==> config.mk <==
export PLATFORM = sky130hd
export DESIGN_NAME = wpdr_ctrl
export DESIGN_NICKNAME = d
export VERILOG_FILES = /design/src/design/wpdr_pkg.sv /design/src/design/wpdr_ctrl.sv
export SDC_FILE = /design/constraint.sdc
export NUM_CORES = 1
export LEC_CHECK = 0
export ABC_AREA = 1
export BUFFER_PORTS_ARGS = -buffer_cell sky130_fd_sc_hd__buf_2
export CORE_AREA = 10 10 47 49
export DETAILED_ROUTE_END_ITERATION = 6
export DIE_AREA = 0 0 57 59
export PLACE_DENSITY_LB_ADDON = 0.25
export SKIP_LAST_GASP = 1
export SYNTH_ARGS = -nofsm -noshare
export SYNTH_HDL_FRONTEND = slang
export SYNTH_SLANG_ARGS = --single-unit
==> constraint.sdc <==
create_clock -name i_clk -period 0.91 [get_ports i_clk]
set_input_delay 0.182 -clock i_clk [delete_from_list [all_inputs] [get_ports i_clk]]
set_output_delay 0.182 -clock i_clk [all_outputs]
set_load 0.005 [all_outputs]
==> src/design/wpdr_pkg.sv <==
// Package for the windowed pair dedup router: payload types, FSM states,
// shared constants. No dependencies.
package wpdr_pkg;

    localparam int WINDOW      = 256;
    localparam int WIN_AW      = $clog2(WINDOW);
    localparam int MAX_TARGETS = 64;
    localparam int TGT_W       = $clog2(MAX_TARGETS);
    localparam int BLOCK_TYPES = 16;
    localparam int ID_W        = 31;
    localparam int NT_W        = 7;
    localparam int LIM_W       = 16;
    localparam int DUP_W       = 32;

    localparam logic [0:0] REG_NUM_TARGETS = 1'd0;
    localparam logic [0:0] REG_BATCH_LIMIT = 1'd1;

    typedef struct packed {
        logic [ID_W-1:0] first_id;
        logic [ID_W-1:0] second_id;
        logic [3:0]      block_type;
    } t_in_beat;

    typedef struct packed {
        logic            accepted;
        logic [ID_W-1:0] low_id;
        logic [ID_W-1:0] high_id;
        logic [3:0]      pair_block;
        logic [5:0]      target;
        logic            batch_full;
    } t_out_beat;

    typedef enum logic [2:0] {
        ST_IDLE,
        ST_SCAN,
        ST_MOD,
        ST_FILL,
        ST_OUT
    } t_state;

    // controller -> datapath
    typedef struct packed {
        logic load;       // capture input beat, start scan
        logic scan;       // step scan pointer
        logic mod_start;
        logic mod_step;
        logic commit;     // apply result to state
        logic out_take;   // output beat accepted
    } t_cmd;

    // datapath -> controller
    typedef struct packed {
        logic same_ids;
        logic scan_done;
        logic hit;
        logic mod_done;
    } t_status;

endpackage

==> src/design/wpdr_ctrl.sv <==
// Controller FSM for the windowed pair dedup router.
// Depends on wpdr_pkg.
module wpdr_ctrl (
    input  logic               i_clk,
    input  logic               i_rst_n,
    input  logic               i_in_valid,
    output logic               o_in_ready,
    output logic               o_out_valid,
    input  logic               i_out_ready,
    input  wpdr_pkg::t_status  i_status,
    output wpdr_pkg::t_cmd     o_cmd
);

    wpdr_pkg::t_state r_state, n_state;

    always_ff @(posedge i_clk) begin
        if (!i_rst_n) r_state <= wpdr_pkg::ST_IDLE;
        else          r_state <= n_state;
    end

    // next state
    always_comb begin
        n_state = r_state;
        unique case (r_state)
            wpdr_pkg::ST_IDLE: if (i_in_valid) n_state = wpdr_pkg::ST_SCAN;
            wpdr_pkg::ST_SCAN: begin
                if (i_status.same_ids)       n_state = wpdr_pkg::ST_OUT;
                else if (i_status.hit)       n_state = wpdr_pkg::ST_FILL;
                else if (i_status.scan_done) n_state = wpdr_pkg::ST_MOD;
            end
            wpdr_pkg::ST_MOD:  if (i_status.mod_done) n_state = wpdr_pkg::ST_FILL;
            wpdr_pkg::ST_FILL: n_state = wpdr_pkg::ST_OUT;
            wpdr_pkg::ST_OUT:  if (i_out_ready) n_state = wpdr_pkg::ST_IDLE;
            default:           n_state = wpdr_pkg::ST_IDLE;
        endcase
    end

    // outputs
    always_comb begin
        o_cmd       = '0;
        o_in_ready  = 1'b0;
        o_out_valid = 1'b0;
        unique case (r_state)
            wpdr_pkg::ST_IDLE: begin
                o_in_ready = 1'b1;
                o_cmd.load = i_in_valid;
            end
            wpdr_pkg::ST_SCAN: begin
                o_cmd.scan      = 1'b1;
                o_cmd.mod_start = !i_status.same_ids && !i_status.hit
                                  && i_status.scan_done;
            end
            wpdr_pkg::ST_MOD:  o_cmd.mod_step = 1'b1;
            wpdr_pkg::ST_FILL: o_cmd.commit = 1'b1;
            wpdr_pkg::ST_OUT: begin
                o_out_valid    = 1'b1;
                o_cmd.out_take = i_out_ready;
            end
            default: ;
        endcase
    end

    a_one_cmd: assert property (@(posedge i_clk) disable iff (!i_rst_n)
        $onehot0({o_cmd.load, o_cmd.scan, o_cmd.mod_step, o_cmd.commit, o_cmd.out_take}))
        else $error("more than one datapath command");
    a_no_overlap: assert property (@(posedge i_clk) disable iff (!i_rst_n)
        !(o_in_ready && o_out_valid)) else $error("ready while result pending");
    a_commit_out: assert property (@(posedge i_clk) disable iff (!i_rst_n)
        o_cmd.commit |=> o_out_valid) else $error("commit not followed by result");

endmodule

==> results.json <==
{
  "synth_area_um2": 270,
  "hold_path.class": "input pin to flip-flop",
  "cts_tree": "built",
  "largest_register_ffs": 3,
  "vias": 396,
  "fin_ws_ns": -0.423,
  "yosysWarnings": 0,
  "max_cap_violations": 0,
  "fin_crit_sh_pct": 146,
  "die_h_um": 59,
  "clkPwrFrac_pct": 26.6,
  "finalWeightedCongestion": 0.758,
  "synth_top_area_share_pct": 22.2,
  "drt-pass1-iter-count": 2,
  "ir_worst_vdd_v": 0.000927,
  "grt_max_degree": 8,
  "fin_skew_ns": 0.00241,
  "remaining_drc_errors": 0,
  "dpl_cell_area_um2": 427,
  "fin_area_um2": 622,
  "period_minus_slack_ns": 1.33,
  "slew_headroom_pct": 85.7,
  "finalSetupViolations": 11,
  "grt-ovfl-total": 0,
  "synthCells": 45,
  "hpwl_um": 704,
  "finalWirelength_um": 1080,
  "dieArea_mm2": 0.00336,
  "swShare_pct": 35.5,
  "clock_latency_ns": 0.23,
  "htree_levels": 1,
  "wl_per_cell_um": 11.4,
  "fmax_mhz": 750,
  "antenna_cells": 0,
  "critPathKind": "flip-flop to primary output",
  "hold_depth": 3,
  "grt_pass1_wl_um": 1510,
  "dieWidth_um": 57,
  "hold_viol_final": 0,
  "nets": 88,
  "via_per_inst": 4.17,
  "worstPathRequired_ns": 0.73,
  "fillCellCount": 163,
  "reg_top3": "r_state: 3 flops",
  "synth_seq_cells": 3,
  "drive_gt1_share_pct": 74.7,
  "r2r_cells": 7,
  "crit_slowest_cell": "dfxtp_4",
  "crit_chain": "buf_4 -> nor4_2 -> buf_2",
  "drt_iter0_drc": 3,
  "cts-root-buf": "clkbuf_4",
  "fp-row-count": 14,
  "p_per_area_mw_per_mm2": 1380,
  "yosysSeqAreaShare_pct": 22.2,
  "numCtsBuffers": 3,
  "clockBufferDepth": 2,
  "ios": 16,
  "endpoint_kind": "primary output",
  "antenna_found_initial": 0,
  "synth.area.top_cells": "dfxtp_1, nor2_1, nand2_1",
  "first_global_vias": 352,
  "clk_pin_slew_ns": 0.04,
  "top_register": "r_state",
  "cp_data_arrival_time_ns": 1.15,
  "slowest_delay_ns": 0.37,
  "tightest_slew_ns": 0.213,
  "antenna_left": 0,
  "core_area_mm2": 0.00140,
  "power.leakage_nw": 0.312,
  "fin_setup_tns_ns": -2.83,
  "ys_types": 15,
  "power_frac_comb_pct": 51.8,
  "area_growth_pct": 130,
  "cp_max_fo": 6,
  "io_buffers": 15,
  "clkSinkCount": 3,
  "initial_core_util_pct": 19.3,
  "p_seq_share_pct": 21.6,
  "intPower_mw": 0.553,
  "start_kind": "flip-flop",
  "power_switching_mw": 0.305,
  "synth_top_cell_by_area": "dfxtp_1",
  "syn_nets": 53,
  "slew_violations": 0,
  "ctsHoldBuffers": 0,
  "failed_checks": "setup timing",
  "syn_area_per_cell_um2": 6.01,
  "status": "finished, violations left",
  "grt_usage_pct": 5.66,
  "rsz0062_at_grt": "yes"
}
timing repair:
action	in CTS	in global routing
pin swaps	4	9
resized for setup	8	19
setup endpoints to repair	11	11
setup buffers	0	8
area by class of cell:
cell class	count	area, µm²	share of cell area (%)
clock buffers	4	26.3	4.23
inverters	8	32.5	5.23
multi-input cells	33	262	42.1
flip-flops and latches	3	68.8	11.1
well taps	16	20.0	3.22
repair buffers	31	213	34.2
stage by stage:
step	utilization [%]	setup slack (ns)	cells	hold WS (ns)	power [mW]
5_1_grt	44.4	-0.450	95	0.222	0.928
2_1_floorplan	-	-0.0273	45	0.323	0.326
3_5_place_dp	30.4	-0.155	83	0.457	0.436
3_3_place_gp	30.4	-0.144	83	0.457	0.437
4_1_cts	34.3	-0.364	87	0.217	0.697
6_report	44.4	-0.423	95	0.214	0.858
kinds of logic after synthesis:
kind of cell | count (synthesis) | share of synthesized area [%]
AND/OR/NAND/NOR | 31 | 58.8
buffers and inverters | 9 | 15.3
flip-flops | 3 | 22.2
AO/OA/AOI/OAI | 2 | 3.70
metal layers:
metal	GRT usage [%]	routed length, µm
met5	0	0
met4	2.01	11
met3	3.22	64
met2	9.15	576
met1	6.06	430
layout by cell type (no fill, tap or decap), drive strengths merged:
cell type  netlist  routed
nor2            12      12
nor3             3       3
nand4            1       1
nand3            4       4
a21oi            2       2
buf              1      31
nor4             1       1
nand2            9       9
nand3b           1       1
dfxtp            3       3
clkbuf           0       4
inv              8       8
worst paths after layout:
check	start	end	slack [ns]
setup / recovery	r_state[1]	o_cmd[0]	-0.42
hold / removal	i_rst_n	r_state[1]	0.21
setup reg to reg	r_state[1]	r_state[0]	-0.21
hold reg to reg	r_state[2]	r_state[0]	0.67
synth_stat cells:
cell and instances:
nor2_1 10, nand2_1 9, inv_1 5, dfxtp_1 3
inv_2 3, a21oi_1 2, nand3_1 2, nand3_2 2
nor2_2 2, nor3_2 2, buf_6 1, nand3b_1 1
nand4_1 1, nor3_1 1, nor4_1 1
power groups by stage:
| stage | Clock [mW] | Combinational [mW] | Sequential [mW] |
|---|---|---|---|
| after global routing | 0.250 | 0.490 | 0.188 |
| after floorplan | 0 | 0.162 | 0.164 |
| after detailed placement | 0 | 0.262 | 0.173 |
| after global placement | 0 | 0.263 | 0.173 |
| after CTS | 0.235 | 0.288 | 0.175 |
| final | 0.228 | 0.445 | 0.185 |
worst max-delay path, delay by kind of cell, from the launching register on:
| kind | cells | cell delay, ns |
|---|---|---|
| and+or+nand+nor | 1 | 0.25 |
| DFF | 1 | 0.37 |
| buffers and inverters | 2 | 0.30 |
(Power assumes the default switching activity.)
